## src/rtl/sgdmf_pkg.sv

```systemverilog
`timescale 1ns / 1ps
// ----------------------------------------------------------------------------
// sgdmf_pkg
// Shared constants, payload types, sequencer codes and saturation helpers
// for the SGD matrix-factorisation update core.
// ----------------------------------------------------------------------------
package sgdmf_pkg;

    localparam int ROWS = 1024;
    localparam int COLS = 1024;
    localparam int RANK = 64;

    localparam int OP_W   = 3;
    localparam int ROW_W  = 10;
    localparam int COL_W  = 10;
    localparam int RANK_W = 6;
    localparam int DATA_W = 32;
    localparam int FRAC   = 16;
    localparam int STEP_W = 24;
    localparam int LOSS_W = 48;

    // both factor stores are addressed {vector, element}; ROW_W equals COL_W
    localparam int MEM_AW    = ROW_W + RANK_W;
    localparam int MEM_DEPTH = 1 << MEM_AW;

    // dot-product accumulator: RANK terms of at most 48 signed bits
    localparam int ACC_W  = LOSS_W + RANK_W + 1;
    localparam int ERR_W  = ACC_W + 1;
    localparam int MUL_W  = DATA_W + 1;
    localparam int PROD_W = 2 * MUL_W;

    localparam logic [STEP_W-1:0] STEP_RESET = STEP_W'(838861);
    localparam logic [LOSS_W-1:0] LOSS_MAX   = '1;

    localparam logic [ROW_W:0]  ROW_LIM   = (ROW_W + 1)'(ROWS);
    localparam logic [COL_W:0]  COL_LIM   = (COL_W + 1)'(COLS);
    localparam logic [RANK_W:0] RANK_CNT  = (RANK_W + 1)'(RANK);
    localparam logic [RANK_W:0] RANK_LAST = (RANK_W + 1)'(RANK - 1);

    localparam logic [OP_W-1:0] OP_TRAIN = 3'd0;
    localparam logic [OP_W-1:0] OP_WR_L  = 3'd1;
    localparam logic [OP_W-1:0] OP_WR_R  = 3'd2;
    localparam logic [OP_W-1:0] OP_RD_L  = 3'd3;
    localparam logic [OP_W-1:0] OP_RD_R  = 3'd4;
    localparam logic [OP_W-1:0] OP_CLEAR = 3'd5;

    typedef struct packed {
        logic [OP_W-1:0]          operation;
        logic [ROW_W-1:0]         row_index;
        logic [COL_W-1:0]         col_index;
        logic [RANK_W-1:0]        rank_index;
        logic signed [DATA_W-1:0] sample_value;
    } sgdmf_in_t;

    typedef struct packed {
        logic signed [DATA_W-1:0] prediction;
        logic [DATA_W-1:0]        squared_error;
        logic [LOSS_W-1:0]        loss_sum;
        logic signed [DATA_W-1:0] read_value;
    } sgdmf_out_t;

    typedef enum logic [4:0] {
        ST_IDLE,
        ST_WRITE,
        ST_READ,
        ST_READ_DATA,
        ST_CLEAR,
        ST_DOT,
        ST_DOT_DRAIN,
        ST_ERR,
        ST_ABS,
        ST_SQ_MUL,
        ST_SQ,
        ST_C,
        ST_UPD_RD,
        ST_UPD_A,
        ST_UPD_B,
        ST_UPD_LAST,
        ST_DONE
    } state_t;

    typedef enum logic [2:0] {
        RT_NONE,
        RT_TRAIN,
        RT_WRITE,
        RT_READ,
        RT_CLEAR
    } route_t;

    typedef enum logic [2:0] {
        MUL_DOT,
        MUL_SQ,
        MUL_C,
        MUL_CR,
        MUL_CL
    } mul_sel_t;

    typedef struct packed {
        logic in_valid;
        route_t route;
        logic out_free;
    } sgdmf_status_t;

    typedef struct packed {
        logic              in_ready;
        logic              accept;
        logic              rd_en;
        logic [RANK_W-1:0] rd_idx;
        logic              wr_l;
        logic              wr_r;
        logic [RANK_W-1:0] wr_idx;
        logic              entry_wr;
        logic              entry_rd;
        logic              rd_capture;
        logic              acc_en;
        mul_sel_t          mul_sel;
        logic              err_en;
        logic              abs_en;
        logic              sq_en;
        logic              c_en;
        logic              loss_clr;
        logic              hold_en;
        logic              done_load;
    } sgdmf_ctrl_t;

    function automatic logic signed [PROD_W-1:0] sext_prod(
        input logic signed [DATA_W-1:0] v
    );
        return {{(PROD_W - DATA_W){v[DATA_W-1]}}, v};
    endfunction

    function automatic logic signed [DATA_W-1:0] sat32(
        input logic signed [PROD_W-1:0] v
    );
        logic signed [PROD_W-1:0] hi;
        logic signed [PROD_W-1:0] lo;
        hi = {{(PROD_W - DATA_W + 1){1'b0}}, {(DATA_W - 1){1'b1}}};
        lo = {{(PROD_W - DATA_W + 1){1'b1}}, {(DATA_W - 1){1'b0}}};
        if (v > hi)
            return {1'b0, {(DATA_W - 1){1'b1}}};
        else if (v < lo)
            return {1'b1, {(DATA_W - 1){1'b0}}};
        else
            return v[DATA_W-1:0];
    endfunction

endpackage

```

## src/rtl/sgdmf_mul.sv

```systemverilog
`timescale 1ns / 1ps
// ----------------------------------------------------------------------------
// sgdmf_mul
// Shared signed 33x33 multiplier with registered product.
// ----------------------------------------------------------------------------
module sgdmf_mul
    import sgdmf_pkg::*;
(
    input  logic                     clk,
    input  logic signed [MUL_W-1:0]  a,
    input  logic signed [MUL_W-1:0]  b,
    output logic signed [PROD_W-1:0] p
);

    logic signed [PROD_W-1:0] p_reg;

    always_ff @(posedge clk)
    begin
        p_reg <= a * b;
    end

    assign p = p_reg;

endmodule

```

## config.mk

```make
export PLATFORM = sky130hd
export DESIGN_NAME = sgdmf_mul
export DESIGN_NICKNAME = d
export VERILOG_FILES = /design/src/rtl/sgdmf_pkg.sv /design/src/rtl/sgdmf_mul.sv
export SDC_FILE = /design/constraint.sdc
export NUM_CORES = 2
export LEC_CHECK = 0
export ABC_CLOCK_PERIOD_IN_PS = 13100
export BUFFER_PORTS_ARGS = -buffer_cell sky130_fd_sc_hd__buf_2
export CAP_MARGIN = 30
export CORE_MARGIN = 1.5
export CORE_UTILIZATION = 40
export DETAILED_ROUTE_END_ITERATION = 8
export GPL_TIMING_DRIVEN = 1
export PLACE_DENSITY = 0.65
export SLEW_MARGIN = 20
export SYNTH_ARGS = -nofsm -noshare
export SYNTH_HDL_FRONTEND = slang
export SYNTH_SLANG_ARGS = --single-unit
```

## constraint.sdc

```tcl
create_clock -name clk -period 13.1 [get_ports clk]
set_input_delay 2.62 -clock clk [delete_from_list [all_inputs] [get_ports clk]]
set_output_delay 2.62 -clock clk [all_outputs]
set_load 0.01 [all_outputs]
```

==> results.md <==
* Max-slew violations at 0
* Root buffer cell: clkbuf_16
* Adder-cell share of the synthesized area at 62.9%
* CTS Hold Bufs at 0
* Core area at 100000 sq um
* YS warnings at 0
* Resize count post-CTS at 0
* Post-CTS setup-driven buffer insertion count at 0
* Pre-Repair DR Iteration Count at 7
* Mux contribution to synthesized area at 0%
* CP max-delay cell: fa_1
* DIE AREA at about 100000 sq um
* Mean Syn Cell Area at 9.39 sq um
* Cell area after layout at 42700 sq um
* Post-synthesis compound-gate area fraction at 4.07%
* Largest net degree at the start of global routing at 34
* Ratio of routed vias to standard cells at about 5
* Hold Crit Start: b[0]
* Synth Area in XOR/XNOR at under 10%
* Period minus WS final at 10.60 ns
* Synth cell types at 80
* CP dominant cell by count: fa_1
* CTS tree: yes
* Synth Flop Type: dfxtp_1
* CTS max path bufs at 2
* WHS Path Cells at 2
* Critical path's top delay family: adder cells
* Type of the worst min-delay path: in -> reg
* WL final at 109000 microns
* Kind of critical path: in -> reg
* Synthesized net count at around 5800
* Synth area leader: fa_1
* RSZ-0062 raised after global routing: no
* Routed via count at 28200
* Top-count cell post-synth: fa_1
* Hold worst-path end: p[0]
* Fin. Hold Viols at 0
* CTS H-tree depth at 3
* Share of cells above drive strength 1 at roughly 5%
* Site row count at 116
* Flops & latches, synth at between 60 and 70
* Drt drc at 0
* Main combinational cell family by area after synthesis: adder cells
* GRT Util Overall at about 22%
* Placed cell area at ~42000 sq um
* DR WL/cell at a little under 20 microns
* Slew HR at about two fifths
* Asr flop ratio synth at 0%
* Max_cap viols at 0
* Highest clock rate at between 90 and 100 MHz
* Top post-synthesis cells by count: fa_1, inv_1, and2_1, nand2_1, ha_1
* Die H at roughly 320 microns
* CTS buffer count at 9
* # setup viols final at 0
* Area delta synth->final at 4.89%
* Detailed router's first-iteration violation count at approximately 1500
* Bufs and invs on worst path at 9
* Antenna violations before repair at 6
* Placed Instances at roughly 5600
* Clock-pin slew on the worst setup and hold paths at 0.07 ns
* Placer Congestion at approximately 0.9
* Hpwl dp at roughly 91000 microns
* Initial Util at between 40% and 50%
* Synth Instances at around 4300
* Top cell type's share of synthesized area at between 50% and 60%
* PortBufs at between 100 and 150
* EDFF count, synth at 0
* Setup TNS Final at 0 ns
* Routed Antenna Nets at 0
* TritonCTS sink count at 66
* Final period utilization at approximately 81%
* I/O pins at ~130
* Slew @ Worst Pin at around 0.89 ns
* Simple-Gate Fraction of Synth Area at 15.8%
* Die width at ~320 microns
* Area contributors post-synth: fa_1, inv_1, and2_1, ha_1, nand2_1
* CP endpoint kind: flip-flop
* Cell area after synthesis at 40700 sq um
* CP Data Arrival Time at between 10 and 15 ns
* Finished Layout Cells at about 5700
* Worst path max stage delay at between 0.6 and 0.7 ns
* Seq/Total Area, Yosys at 3.24%
* Setup WS post-layout at 2.50 ns
* Worst slack, placed at 2.22 ns
* CP max FO at 17
* Status: complete, no violations
* CP Launch Type: primary input
* Nets at around 5700
* Vias in the first global route at around 30000
* Global-route wire length before repair at 176000 microns
* Max reg flops at 66
* GR Overflow Total at 0
* WP data required at approximately 13 ns
-- routing by layer --
layer / GRT usage, % / up-vias / wire length (microns)
li1: - / 12200 / -
met1: 28.1 / 15000 / 43000
met2: 38.2 / 813 / 55000
met3: 3.67 / 199 / 6190
met4: 8.73 / 6 / 4530
met5: 0 / - / 28
-- final cells by class --
cell class	count	area, sq um
fillers	9957	57700
multi-input cells	2920	34300
inverters	1131	4250
well taps	1357	1700
flip-flops and latches	66	1320
repair buffers	156	848
clock buffers	11	243
clock inverters	5	38.8
diodes	4	10.0
-- cell families (layout without fill, tap and decap cells) --
kind of cell	Yosys count	after routing
AO/OA/AOI/OAI	219	219
XOR/XNOR	68	68
adder cells (fa/ha/maj)	1362	1362
buffers and inverters	1352	1303
flip-flops	66	66
other	0	4
AND/OR/NAND/NOR	1271	1271
-- how the worst max path moves through the flow --
stage / start / to / slack (ns) / cells after the start
global route: b[0] / p[64] / 2.21 / 27
CTS: b[0] / p[64] / 2.64 / 27
global placement: a[32] / p[64] / 2.04 / 22
floorplan: a[32] / p[62] / 3.24 / 23
detailed placement: b[0] / p[64] / 2.22 / 27
finish: b[0] / p[64] / 2.50 / 27
-- cell usage in the layout (no fill, tap or decap), types with 3 or more instances in the layout --
master / Yosys / layout
o21ai_0: 25 / 25
o21bai_1: 11 / 11
xor2_1: 25 / 25
a211oi_1: 7 / 7
nor3_1: 7 / 7
o31ai_4: 3 / 3
a21o_1: 36 / 36
nor2_1: 68 / 68
a31oi_1: 8 / 8
o21ai_1: 6 / 6
dfxtp_1: 66 / 66
a21oi_2: 3 / 4
diode_2: 0 / 4
buf_2: 11 / 132
a21oi_1: 57 / 56
fa_1: 1145 / 1145
inv_1: 1131 / 1131
nand2b_1: 12 / 12
a211o_1: 6 / 6
and3_1: 5 / 5
ha_1: 217 / 217
and2_1: 562 / 562
xnor2_1: 43 / 43
clkinvlp_4: 0 / 4
nand3_1: 25 / 25
a211oi_2: 3 / 3
and4_1: 5 / 5
clkbuf_16: 0 / 9
nand2_1: 551 / 551
buf_4: 0 / 23
or3_1: 3 / 3
nand4_1: 11 / 11
o211ai_1: 4 / 4
nor2b_1: 5 / 5
or2_2: 3 / 3
o21a_1: 6 / 6
-- metrics by stage --
stage / utilization [%] / hold WS, ns
CTS: 42.5 / 2.63
detailed placement: 42.2 / 3.01
global placement: 42.2 / 3.01
finish: 42.5 / 2.66
global route: 42.5 / 2.67
floorplan: - / 2.75
Power is left out: the tool's default activity adds up to more than one toggle a clock period on the data nets, which glitch-free logic cannot reach.
