File: src/rtl/sgdmf_pkg.sv
`timescale 1ns / 1ps
// ----------------------------------------------------------------------------
// sgdmf_pkg
// Shared constants, payload types, sequencer codes and saturation helpers
// for the SGD matrix-factorisation update core.
// ----------------------------------------------------------------------------
package sgdmf_pkg;

    localparam int ROWS = 1024;
    localparam int COLS = 1024;
    localparam int RANK = 64;

    localparam int OP_W   = 3;
    localparam int ROW_W  = 10;
    localparam int COL_W  = 10;
    localparam int RANK_W = 6;
    localparam int DATA_W = 32;
    localparam int FRAC   = 16;
    localparam int STEP_W = 24;
    localparam int LOSS_W = 48;

    // both factor stores are addressed {vector, element}; ROW_W equals COL_W
    localparam int MEM_AW    = ROW_W + RANK_W;
    localparam int MEM_DEPTH = 1 << MEM_AW;

    // dot-product accumulator: RANK terms of at most 48 signed bits
    localparam int ACC_W  = LOSS_W + RANK_W + 1;
    localparam int ERR_W  = ACC_W + 1;
    localparam int MUL_W  = DATA_W + 1;
    localparam int PROD_W = 2 * MUL_W;

    localparam logic [STEP_W-1:0] STEP_RESET = STEP_W'(838861);
    localparam logic [LOSS_W-1:0] LOSS_MAX   = '1;

    localparam logic [ROW_W:0]  ROW_LIM   = (ROW_W + 1)'(ROWS);
    localparam logic [COL_W:0]  COL_LIM   = (COL_W + 1)'(COLS);
    localparam logic [RANK_W:0] RANK_CNT  = (RANK_W + 1)'(RANK);
    localparam logic [RANK_W:0] RANK_LAST = (RANK_W + 1)'(RANK - 1);

    localparam logic [OP_W-1:0] OP_TRAIN = 3'd0;
    localparam logic [OP_W-1:0] OP_WR_L  = 3'd1;
    localparam logic [OP_W-1:0] OP_WR_R  = 3'd2;
    localparam logic [OP_W-1:0] OP_RD_L  = 3'd3;
    localparam logic [OP_W-1:0] OP_RD_R  = 3'd4;
    localparam logic [OP_W-1:0] OP_CLEAR = 3'd5;

    typedef struct packed {
        logic [OP_W-1:0]          operation;
        logic [ROW_W-1:0]         row_index;
        logic [COL_W-1:0]         col_index;
        logic [RANK_W-1:0]        rank_index;
        logic signed [DATA_W-1:0] sample_value;
    } sgdmf_in_t;

    typedef struct packed {
        logic signed [DATA_W-1:0] prediction;
        logic [DATA_W-1:0]        squared_error;
        logic [LOSS_W-1:0]        loss_sum;
        logic signed [DATA_W-1:0] read_value;
    } sgdmf_out_t;

    typedef enum logic [4:0] {
        ST_IDLE,
        ST_WRITE,
        ST_READ,
        ST_READ_DATA,
        ST_CLEAR,
        ST_DOT,
        ST_DOT_DRAIN,
        ST_ERR,
        ST_ABS,
        ST_SQ_MUL,
        ST_SQ,
        ST_C,
        ST_UPD_RD,
        ST_UPD_A,
        ST_UPD_B,
        ST_UPD_LAST,
        ST_DONE
    } state_t;

    typedef enum logic [2:0] {
        RT_NONE,
        RT_TRAIN,
        RT_WRITE,
        RT_READ,
        RT_CLEAR
    } route_t;

    typedef enum logic [2:0] {
        MUL_DOT,
        MUL_SQ,
        MUL_C,
        MUL_CR,
        MUL_CL
    } mul_sel_t;

    typedef struct packed {
        logic in_valid;
        route_t route;
        logic out_free;
    } sgdmf_status_t;

    typedef struct packed {
        logic              in_ready;
        logic              accept;
        logic              rd_en;
        logic [RANK_W-1:0] rd_idx;
        logic              wr_l;
        logic              wr_r;
        logic [RANK_W-1:0] wr_idx;
        logic              entry_wr;
        logic              entry_rd;
        logic              rd_capture;
        logic              acc_en;
        mul_sel_t          mul_sel;
        logic              err_en;
        logic              abs_en;
        logic              sq_en;
        logic              c_en;
        logic              loss_clr;
        logic              hold_en;
        logic              done_load;
    } sgdmf_ctrl_t;

    function automatic logic signed [PROD_W-1:0] sext_prod(
        input logic signed [DATA_W-1:0] v
    );
        return {{(PROD_W - DATA_W){v[DATA_W-1]}}, v};
    endfunction

    function automatic logic signed [DATA_W-1:0] sat32(
        input logic signed [PROD_W-1:0] v
    );
        logic signed [PROD_W-1:0] hi;
        logic signed [PROD_W-1:0] lo;
        hi = {{(PROD_W - DATA_W + 1){1'b0}}, {(DATA_W - 1){1'b1}}};
        lo = {{(PROD_W - DATA_W + 1){1'b1}}, {(DATA_W - 1){1'b0}}};
        if (v > hi)
            return {1'b0, {(DATA_W - 1){1'b1}}};
        else if (v < lo)
            return {1'b1, {(DATA_W - 1){1'b0}}};
        else
            return v[DATA_W-1:0];
    endfunction

endpackage

File: src/rtl/sgdmf_seq.sv
`timescale 1ns / 1ps
// ----------------------------------------------------------------------------
// sgdmf_seq
// Sequencer: walks the dot-product pass, error/coefficient steps and the
// update pass (UPD_A, UPD_B per element) and steers the shared multiplier.
// ----------------------------------------------------------------------------
module sgdmf_seq
    import sgdmf_pkg::*;
(
    input  logic          clk,
    input  logic          rst_n,
    input  sgdmf_status_t status,
    output sgdmf_ctrl_t   ctrl
);

    state_t            state_reg, state_next;
    logic [RANK_W:0]   cnt_reg, cnt_next;
    logic              v1_reg, v1_next;
    logic              v2_reg, v2_next;
    logic [RANK_W-1:0] data_idx_reg, data_idx_next;
    logic [RANK_W-1:0] hold_idx_reg, hold_idx_next;
    logic              first_reg, first_next;

    always_ff @(posedge clk or negedge rst_n)
    begin
        if (!rst_n)
        begin
            state_reg    <= ST_IDLE;
            cnt_reg      <= '0;
            v1_reg       <= 1'b0;
            v2_reg       <= 1'b0;
            data_idx_reg <= '0;
            hold_idx_reg <= '0;
            first_reg    <= 1'b0;
        end
        else
        begin
            state_reg    <= state_next;
            cnt_reg      <= cnt_next;
            v1_reg       <= v1_next;
            v2_reg       <= v2_next;
            data_idx_reg <= data_idx_next;
            hold_idx_reg <= hold_idx_next;
            first_reg    <= first_next;
        end
    end

    // next state and counters
    always_comb
    begin
        state_next    = state_reg;
        cnt_next      = cnt_reg;
        data_idx_next = data_idx_reg;
        hold_idx_next = hold_idx_reg;
        first_next    = first_reg;
        // read data valid, then product valid
        v1_next       = (state_reg == ST_DOT);
        v2_next       = v1_reg;
        unique case (state_reg)
            ST_IDLE:
            begin
                if (status.in_valid)
                begin
                    cnt_next = '0;
                    unique case (status.route)
                        RT_TRAIN: state_next = ST_DOT;
                        RT_WRITE: state_next = ST_WRITE;
                        RT_READ:  state_next = ST_READ;
                        RT_CLEAR: state_next = ST_CLEAR;
                        RT_NONE:  state_next = ST_DONE;
                        default:  state_next = ST_DONE;
                    endcase
                end
            end
            ST_WRITE:     state_next = ST_DONE;
            ST_READ:      state_next = ST_READ_DATA;
            ST_READ_DATA: state_next = ST_DONE;
            ST_CLEAR:     state_next = ST_DONE;
            ST_DOT:
            begin
                cnt_next = cnt_reg + 1'b1;
                if (cnt_reg == RANK_LAST)
                    state_next = ST_DOT_DRAIN;
            end
            ST_DOT_DRAIN:
            begin
                if (!v1_reg && !v2_reg)
                    state_next = ST_ERR;
            end
            ST_ERR:    state_next = ST_ABS;
            ST_ABS:    state_next = ST_SQ_MUL;
            ST_SQ_MUL: state_next = ST_SQ;
            ST_SQ:     state_next = ST_C;
            ST_C:
            begin
                cnt_next   = '0;
                state_next = ST_UPD_RD;
            end
            ST_UPD_RD:
            begin
                data_idx_next = cnt_reg[RANK_W-1:0];
                cnt_next      = cnt_reg + 1'b1;
                first_next    = 1'b1;
                state_next    = ST_UPD_A;
            end
            ST_UPD_A:
            begin
                hold_idx_next = data_idx_reg;
                first_next    = 1'b0;
                if (cnt_reg != RANK_CNT)
                begin
                    data_idx_next = cnt_reg[RANK_W-1:0];
                    cnt_next      = cnt_reg + 1'b1;
                end
                state_next = ST_UPD_B;
            end
            ST_UPD_B:
            begin
                if (hold_idx_reg == RANK_LAST[RANK_W-1:0])
                    state_next = ST_UPD_LAST;
                else
                    state_next = ST_UPD_A;
            end
            ST_UPD_LAST: state_next = ST_DONE;
            ST_DONE:
            begin
                if (status.out_free)
                    state_next = ST_IDLE;
            end
            default: state_next = ST_IDLE;
        endcase
    end

    // control outputs
    always_comb
    begin
        ctrl         = '0;
        ctrl.mul_sel = MUL_DOT;
        ctrl.rd_idx  = cnt_reg[RANK_W-1:0];
        ctrl.wr_idx  = hold_idx_reg;
        ctrl.acc_en  = v2_reg;
        unique case (state_reg)
            ST_IDLE:
            begin
                ctrl.in_ready = 1'b1;
                ctrl.accept   = status.in_valid;
            end
            ST_WRITE:     ctrl.entry_wr   = 1'b1;
            ST_READ:      ctrl.entry_rd   = 1'b1;
            ST_READ_DATA: ctrl.rd_capture = 1'b1;
            ST_CLEAR:     ctrl.loss_clr   = 1'b1;
            ST_DOT:       ctrl.rd_en      = 1'b1;
            ST_DOT_DRAIN: ctrl.mul_sel    = MUL_DOT;
            ST_ERR:       ctrl.err_en     = 1'b1;
            ST_ABS:       ctrl.abs_en     = 1'b1;
            ST_SQ_MUL:    ctrl.mul_sel    = MUL_SQ;
            ST_SQ:
            begin
                ctrl.sq_en   = 1'b1;
                ctrl.mul_sel = MUL_C;
            end
            ST_C:         ctrl.c_en  = 1'b1;
            ST_UPD_RD:    ctrl.rd_en = 1'b1;
            ST_UPD_A:
            begin
                ctrl.mul_sel = MUL_CR;
                ctrl.hold_en = 1'b1;
                ctrl.wr_r    = !first_reg;
                ctrl.rd_en   = (cnt_reg != RANK_CNT);
            end
            ST_UPD_B:
            begin
                ctrl.mul_sel = MUL_CL;
                ctrl.wr_l    = 1'b1;
            end
            ST_UPD_LAST:  ctrl.wr_r      = 1'b1;
            ST_DONE:      ctrl.done_load = status.out_free;
            default:      ctrl.mul_sel   = MUL_DOT;
        endcase
    end

    // dot pass must be fully drained before the error is formed
    assert property (@(posedge clk) disable iff (!rst_n)
        (state_reg == ST_ERR) |-> (!v1_reg && !v2_reg))
        else $error("error step entered with dot products in flight");

    assert property (@(posedge clk) disable iff (!rst_n)
        ctrl.in_ready |-> (!v1_reg && !v2_reg))
        else $error("idle with dot pipeline busy");

    // right write-back trails the element just fetched by one
    assert property (@(posedge clk) disable iff (!rst_n)
        (state_reg == ST_UPD_A && !first_reg)
            |-> (RANK_W'(hold_idx_reg + 1'b1) == data_idx_reg))
        else $error("update write-back out of step with fetch");

    assert property (@(posedge clk) disable iff (!rst_n)
        (state_reg == ST_UPD_LAST) |-> (hold_idx_reg == RANK_LAST[RANK_W-1:0]))
        else $error("update pass ended before the last element");

endmodule

File: config.mk
export PLATFORM = sky130hd
export DESIGN_NAME = sgdmf_seq
export DESIGN_NICKNAME = d
export VERILOG_FILES = /design/src/rtl/sgdmf_pkg.sv /design/src/rtl/sgdmf_seq.sv
export SDC_FILE = /design/constraint.sdc
export NUM_CORES = 1
export LEC_CHECK = 0
export BUFFER_PORTS_ARGS = -buffer_cell sky130_fd_sc_hd__buf_4
export CAP_MARGIN = 20
export CORE_MARGIN = 2
export CORE_UTILIZATION = 55
export CTS_CLUSTER_SIZE = 8
export DETAILED_ROUTE_END_ITERATION = 8
export GPL_ROUTABILITY_DRIVEN = 0
export PLACE_DENSITY = 0.86
export SYNTH_ARGS = -nofsm -noshare
export SYNTH_HDL_FRONTEND = slang
export SYNTH_SLANG_ARGS = --single-unit
File: constraint.sdc
create_clock -name clk -period 4 [get_ports clk]
set_input_delay 0.6 -clock clk [delete_from_list [all_inputs] [get_ports clk]]
set_output_delay 0.6 -clock clk [all_outputs]
set_load 0.02 [all_outputs]
==> out/qor.txt, run 1 <==
Status - completed
Via/cell ratio - 6.13
Util after Layout - 67.7%
WL/cell - 17.0 microns
Grt total ovfl - 0
Crit end category - primary output
Maximum buffer depth of the clock tree - 2
Predominant post-synthesis flop cell - dfrtp_1
Count of cell types in the netlist - 45
Mean post-synth cell area - 9.46 sq um
Vert. Die Dim - 58.6 microns
Crit path max fanout - 18
Die Span X - 58.6 microns
DPL Wire Length - 2830 microns
Max Cap Violations - 0
Clock power share - 16.4%
Num ports - 38
Min cycle time layout - 2.88 ns
Max-slew violations - 0
Register share of total power - 46.0%
Net Sw Frac - 40.6%
Period utilization - 72.0%
Synth Net Count - 182
Row count - 19
Post-CTS Setup Inserts - 0
Cts repair resizes - 0
Detail Route Antenna Nets - 0
Total CTS buffers - 3
Drt total wl - 3880 microns
N_diodes - 0
RSZ-0062 raised after global routing - false
Residual DRC count - 0
Worst slew pin tran - 0.640 ns
Hold crit path type - input pin to async pin
Post-synthesis cell count - 173
Nets - 207
Worst setup margin - 1.12 ns
Worst-path clk slew - 0.16 ns
Initial core utilization - 58.8%
Placeable Area - 2780 sq um
Root buffer cell - clkbuf_4
First-pass GRT wire length - 6090 microns
Pwr dens - 404 nW/um^2
H-tree depth - 1
Post-route setup TNS - 0 ns
Yosys warns - 0
Synth-to-layout area growth - 15.1%
Vias in the first global route - 1234
Crit Path Category - flip-flop to primary output
# setup viols final - 0
Vias - 1397
Logic pwr share - 37.6%
Largest net degree at the start of global routing - 28
I/O Buffers - 37
Most frequent cells in the layout - 37 x buf_4, 27 x dfrtp_1, 21 x nor2_1
Pre-Repair DR Iteration Count - 4
Share of cells above drive strength 1 - 30.5%
Initial antenna violation count - 0
Sinks on Clock Net - 27
Critical Path Source Type - flip-flop
Die area - 3430 sq um
Most common cell after layout, fill and taps aside - buf_4
Highest achievable clock rate - 0.347 GHz
GRT Total Usage - 23.5%
Drt initial violations - 54
Slew margin rel. - 57.4%
CTS tree - built
Number of flip-flops in the largest register - 7
Worst EP arrival - 2.28 ns
Hold Violations, Final - 0
Filler instances - 220
Seq cells post-synth - 27
Switch Pwr - 309 uW
Post-synthesis sequential area ratio - 41.3%
Synth async-reset ratio - 100%
Number of enable flip-flop cells after synthesis - 0
Pre-CTS WS - 1.54 ns
P_leak - 0.904 nW
CP required - 3.40 ns
Peak VDD IR - 0.000379 V
P_int - 452 uW
Post-Syn Area - 1640 sq um
Clock Latency Late Sink - 0.34 ns
Hold Buf Count CTS - 0
Worst Skew - 0.0100 ns
[Yosys cell counts, types with 2 or more instances]
cell / n / area (sq um)
nor4_1: 3 / 18.8
nor2_1: 21 / 78.8
or3_1: 5 / 31.3
nand2b_1: 6 / 37.5
and2_1: 3 / 18.8
nand4_1: 2 / 12.5
dfrtp_1: 27 / 676
inv_1: 5 / 18.8
ha_1: 2 / 25.0
clkbuf_1: 7 / 26.3
xnor2_1: 2 / 17.5
nor3_1: 8 / 40.0
o21ai_0: 6 / 30.0
and3_1: 5 / 31.3
o31ai_1: 2 / 15.0
mux2_2: 13 / 146
a21oi_1: 4 / 20.0
nand2_1: 7 / 26.3
a211oi_1: 2 / 15.0
o22a_1: 2 / 17.5
a211o_1: 3 / 26.3
buf_4: 7 / 52.6
nand3_1: 2 / 10.0
nand3b_1: 5 / 37.5
nand4b_1: 2 / 17.5
xor2_1: 3 / 26.3
[per-layer routing]
layer	track usage [%]	part of all wire, %	up-vias
met5	0	0	-
met4	8.64	1.9	0
met3	3.08	4.6	7
met2	36.8	49	36
met1	33.6	44	688
li1	-	-	666
[worst max-delay path, cell delays in order, from the launching register on]
cell	delay, ns
dfrtp_1	0.69
nand2b_1	0.26
a311oi_2	0.59
or2_2	0.25
buf_4	0.14
[logic make-up after synthesis]
kind of cell / after synthesis / share of synthesized area [%]
simple gates: 76 / 25.8
buf+inv: 22 / 7.19
xor+xnor: 5 / 2.68
flops: 27 / 41.3
compound gates: 28 / 12.5
fa+ha+maj: 2 / 1.53
mux: 13 / 8.94
[power groups by stage]
stage	sequential [mW]	clock (mW)	combinational, mW
after floorplan	0.304	0	0.248
after CTS	0.348	0.129	0.285
after global routing	0.358	0.138	0.310
after detailed placement	0.353	0	0.283
after global placement	0.350	0	0.273
final	0.351	0.125	0.286
[cell type report]
type | count | area [sq um] | share of cell area [%]
Tap cell | 31 | 38.8 | 2.06
Clock inverter | 1 | 7.51 | 0.398
Inverter | 5 | 18.8 | 0.996
Sequential cell | 27 | 676 | 35.9
Multi-Input combinational cell | 124 | 843 | 44.8
Timing Repair Buffer | 37 | 278 | 14.7
Clock buffer | 3 | 22.5 | 1.20
[metrics by stage]
step / hold WS, ns / total power, mW / area (sq um) / cells
floorplan: 0.304 / 0.552 / 1640 / 173
global placement: 0.367 / 0.623 / 1850 / 224
detailed placement: 0.370 / 0.637 / 1850 / 224
CTS: 0.139 / 0.762 / 1880 / 228
global route: 0.147 / 0.807 / 1880 / 228
finish: 0.131 / 0.762 / 1880 / 228
[path summary, 6_finish.rpt]
kind,start,to,slack (ns),cells after the start
max,state_reg[3],ctrl[28],1.12,4
min,rst_n,state_reg[2],0.13,1
max reg2reg,state_reg[0],cnt_reg[5],1.66,4
min reg2reg,v1_reg,v2_reg,0.40,0
max in group asynchronous,rst_n,hold_idx_reg[3],3.61,1
min in group clk,v1_reg,v2_reg,0.40,0
(Power assumes the default switching activity.)
==> run 2, diff against run 1 <==
- ABC_AREA: not set -> 1
- CORE_UTILIZATION: 55 -> 54
- PLACE_DENSITY: 0.86 -> 0.84
- clock period: 4 -> 2.7 ns (I/O delays scaled with it)
==> run 2 against run 1 <==
Wire length fell by 3.0%; critical path depth rose by 1; hold slack better by 0.25 ns; global-route usage shrank 1.7 points; sequential share of layout area decreased by 3.4 points; first-iteration DRC count up 100%; register-to-register slack got worse by 0.67 ns; setup slack got worse by 0.62 ns; die area grew 11%; count of clock-buffer cells in the layout stayed put; non-clock buffer count increased by 1; critical endpoint is now ctrl[20]; largest power group is now combinational cells.
==> out/qor.txt, run 2 <==
Critical Path Source Type - flip-flop
CP required - 2.30 ns
Worst-path clk slew - 0.15 ns
FF-to-FF path depth - 8
Highest achievable clock rate - 0.454 GHz
Post-Place Cells - 320
Peak VDD IR - 0.000436 V
Post-place instance area - 2040 sq um
Via/cell ratio - 5.06
Number of enable flip-flop cells after synthesis - 0
Crit end category - primary output
Reg area - 676 sq um
Worst hold path endpoint - state_reg[4]
Pwr Total - 1.25 mW
Multi-input gate area - 916 sq um
Synth cell count leaders - 79 x nand2_1, 36 x nor2_1, 27 x dfrtp_1
Hold Violations, Final - 0
Max-slew violations - 0
Grt total ovfl - 0
Total CTS buffers - 3
WL/cell - 11.6 microns
Die Span X - 61.8 microns
Pwr dens - 603 nW/um^2
Synth top area share - 37.4%
Status - completed
R2R Path Start - state_reg[0]
Top-count cell post-synth - nand2_1
# setup viols final - 0
Worst slew pin tran - 0.498 ns
GRT Total Usage - 21.8%
Drt total wl - 3760 microns
Initial antenna violation count - 0
Vias in the first global route - 1474
Worst Skew - 0.00811 ns
Synth-to-layout area growth - 15.4%
Crit path cell chain - inv_2, nor2_2, nand3_2, o21ai_1, buf_4
Placeable Area - 3130 sq um
Slew margin rel. - 66.8%
Synth Net Count - 261
Vias - 1643
DPL Wire Length - 2930 microns
P_leak - 1.13 nW
Cells taking the most area after synthesis - dfrtp_1 37%, nand2_1 16%, nor2_1 7.5%
Post-synthesis cell count - 252
Max Cap Violations - 0
N_diodes - 0
Post-synth top area cell - dfrtp_1
Filler instances - 283
Largest net degree at the start of global routing - 28
Vert. Die Dim - 61.8 microns
Nets - 291
Setup slack, reg-to-reg - 0.99 ns
Post-route setup TNS - 0 ns
CTS tree - built
Hold depth - 4
Mean post-synth cell area - 7.16 sq um
Yosys warns - 0
Post-Syn Area - 1800 sq um
Share of cells above drive strength 1 - 26.0%
Residual DRC count - 0
Post-synthesis sequential area ratio - 37.4%
Count of cell types in the netlist - 33
Detail Route Antenna Nets - 0
Synth async-reset ratio - 100%
Cts repair resizes - 0
Min-delay src - status[0]
Most frequent cells in the layout - 79 x nand2_1, 37 x buf_4, 36 x nor2_1
I/O Buffers - 37
Slowest cell on crit path - dfrtp_1
R2R Path End - cnt_reg[2]
Die area - 3820 sq um
Crit path max fanout - 15
Worst EP arrival - 1.80 ns
Post-CTS Setup Inserts - 0
Sinks on Clock Net - 27
Peak per-stage delay on the critical path - 0.56 ns
H-tree depth - 1
Root buffer cell - clkbuf_4
Drt initial violations - 110
Crit Path Category - flip-flop to primary output
Pre-Repair DR Iteration Count - 4
Period utilization - 81.6%
Final cell count without fillers - 325
RSZ-0062 raised after global routing - false
Predominant post-synthesis flop cell - dfrtp_1
Maximum buffer depth of the clock tree - 2
Num ports - 38
Min cycle time layout - 2.20 ns
Util after Layout - 66.6%
Clock Latency Late Sink - 0.32 ns
Finished Cell Area - 2080 sq um
First-pass GRT wire length - 6340 microns
Number of flip-flops in the largest register - 7
Hold crit path type - input pin to flip-flop
Most common cell after layout, fill and taps aside - nand2_1
Row count - 20
Seq cells post-synth - 27
Initial core utilization - 57.7%
## run 2: changes by cell type in the layout (fill, tap and decap cells not counted), sizes merged, moves of 3 or more
cell | before | now
or3 | 5 | 0
a211o | 3 | 0
nor2 | 21 | 46
o21ai | 6 | 15
and3 | 5 | 0
nand3 | 2 | 18
and2 | 3 | 0
mux2 | 13 | 0
inv | 5 | 29
nand3b | 5 | 2
nor4 | 3 | 0
nand2 | 7 | 84
nor3 | 8 | 3
nand2b | 6 | 0
## run 2: worst max-delay path by stage
stage | cells past startpoint | slack, ns | start | endpoint
CTS | 5 | 0.50 | state_reg[0] | ctrl[20]
global route | 5 | 0.35 | state_reg[0] | ctrl[20]
global placement | 5 | 0.88 | state_reg[0] | ctrl[20]
detailed placement | 5 | 0.88 | state_reg[0] | ctrl[20]
finish | 5 | 0.50 | state_reg[0] | ctrl[20]
floorplan | 5 | 1.0 | state_reg[3] | ctrl[20]
## run 2: final cells by class
class / instances / area share (%)
Sequential cell: 27 / 32.5
Clock buffer: 3 / 1.08
Inverter: 30 / 5.65
Tap cell: 44 / 2.64
Clock inverter: 1 / 0.361
Multi-Input combinational cell: 182 / 44.0
Timing Repair Buffer: 38 / 13.8
## run 2: metrics by stage
step,setup WS (ns),hold WS (ns)
2_1_floorplan,0.997,0.109
6_report,0.497,0.381
3_3_place_gp,0.880,0.336
3_5_place_dp,0.879,0.335
5_1_grt,0.355,0.397
4_1_cts,0.504,0.388
## run 2: cell families after synthesis
| kind of cell | count (synthesis) | share of synthesized area [%] |
|---|---|---|
| simple gates | 158 | 42.2 |
| compound gates | 19 | 5.76 |
| buf+inv | 43 | 11.8 |
| fa+ha+maj | 2 | 1.39 |
| xor+xnor | 3 | 1.46 |
| flops | 27 | 37.4 |
## run 2: worst max-delay path: cells and delay by family (launching register included)
family          cells  cell delay (ns)
buf+inv             2             0.26
flops               1             0.56
simple gates        2             0.43
compound gates      1             0.24
## run 2: layer usage
metal	global-route usage, %	wire length, microns	up-vias	part of all wire, %
met4	5.17	39	0	1.0
met1	31.3	1760	750	47
met5	0	0	-	0
li1	-	-	836	-
met3	2.48	194	6	5.2
met2	35.3	1770	51	47
## run 2: timing repair
item / in CTS / in global routing
endpoints found under the setup margin: 0 / 0
hold buffers: 1 / 0
hold endpoints to repair: 27 / 0
## run 2: power breakdown
part | total, mW | switching (mW) | leakage, nW | internal, mW
Clock | 0.177 | 0.121 | 0.0139 | 0.0564
Combinational | 0.573 | 0.380 | 0.743 | 0.193
Sequential | 0.504 | 0.0705 | 0.374 | 0.434
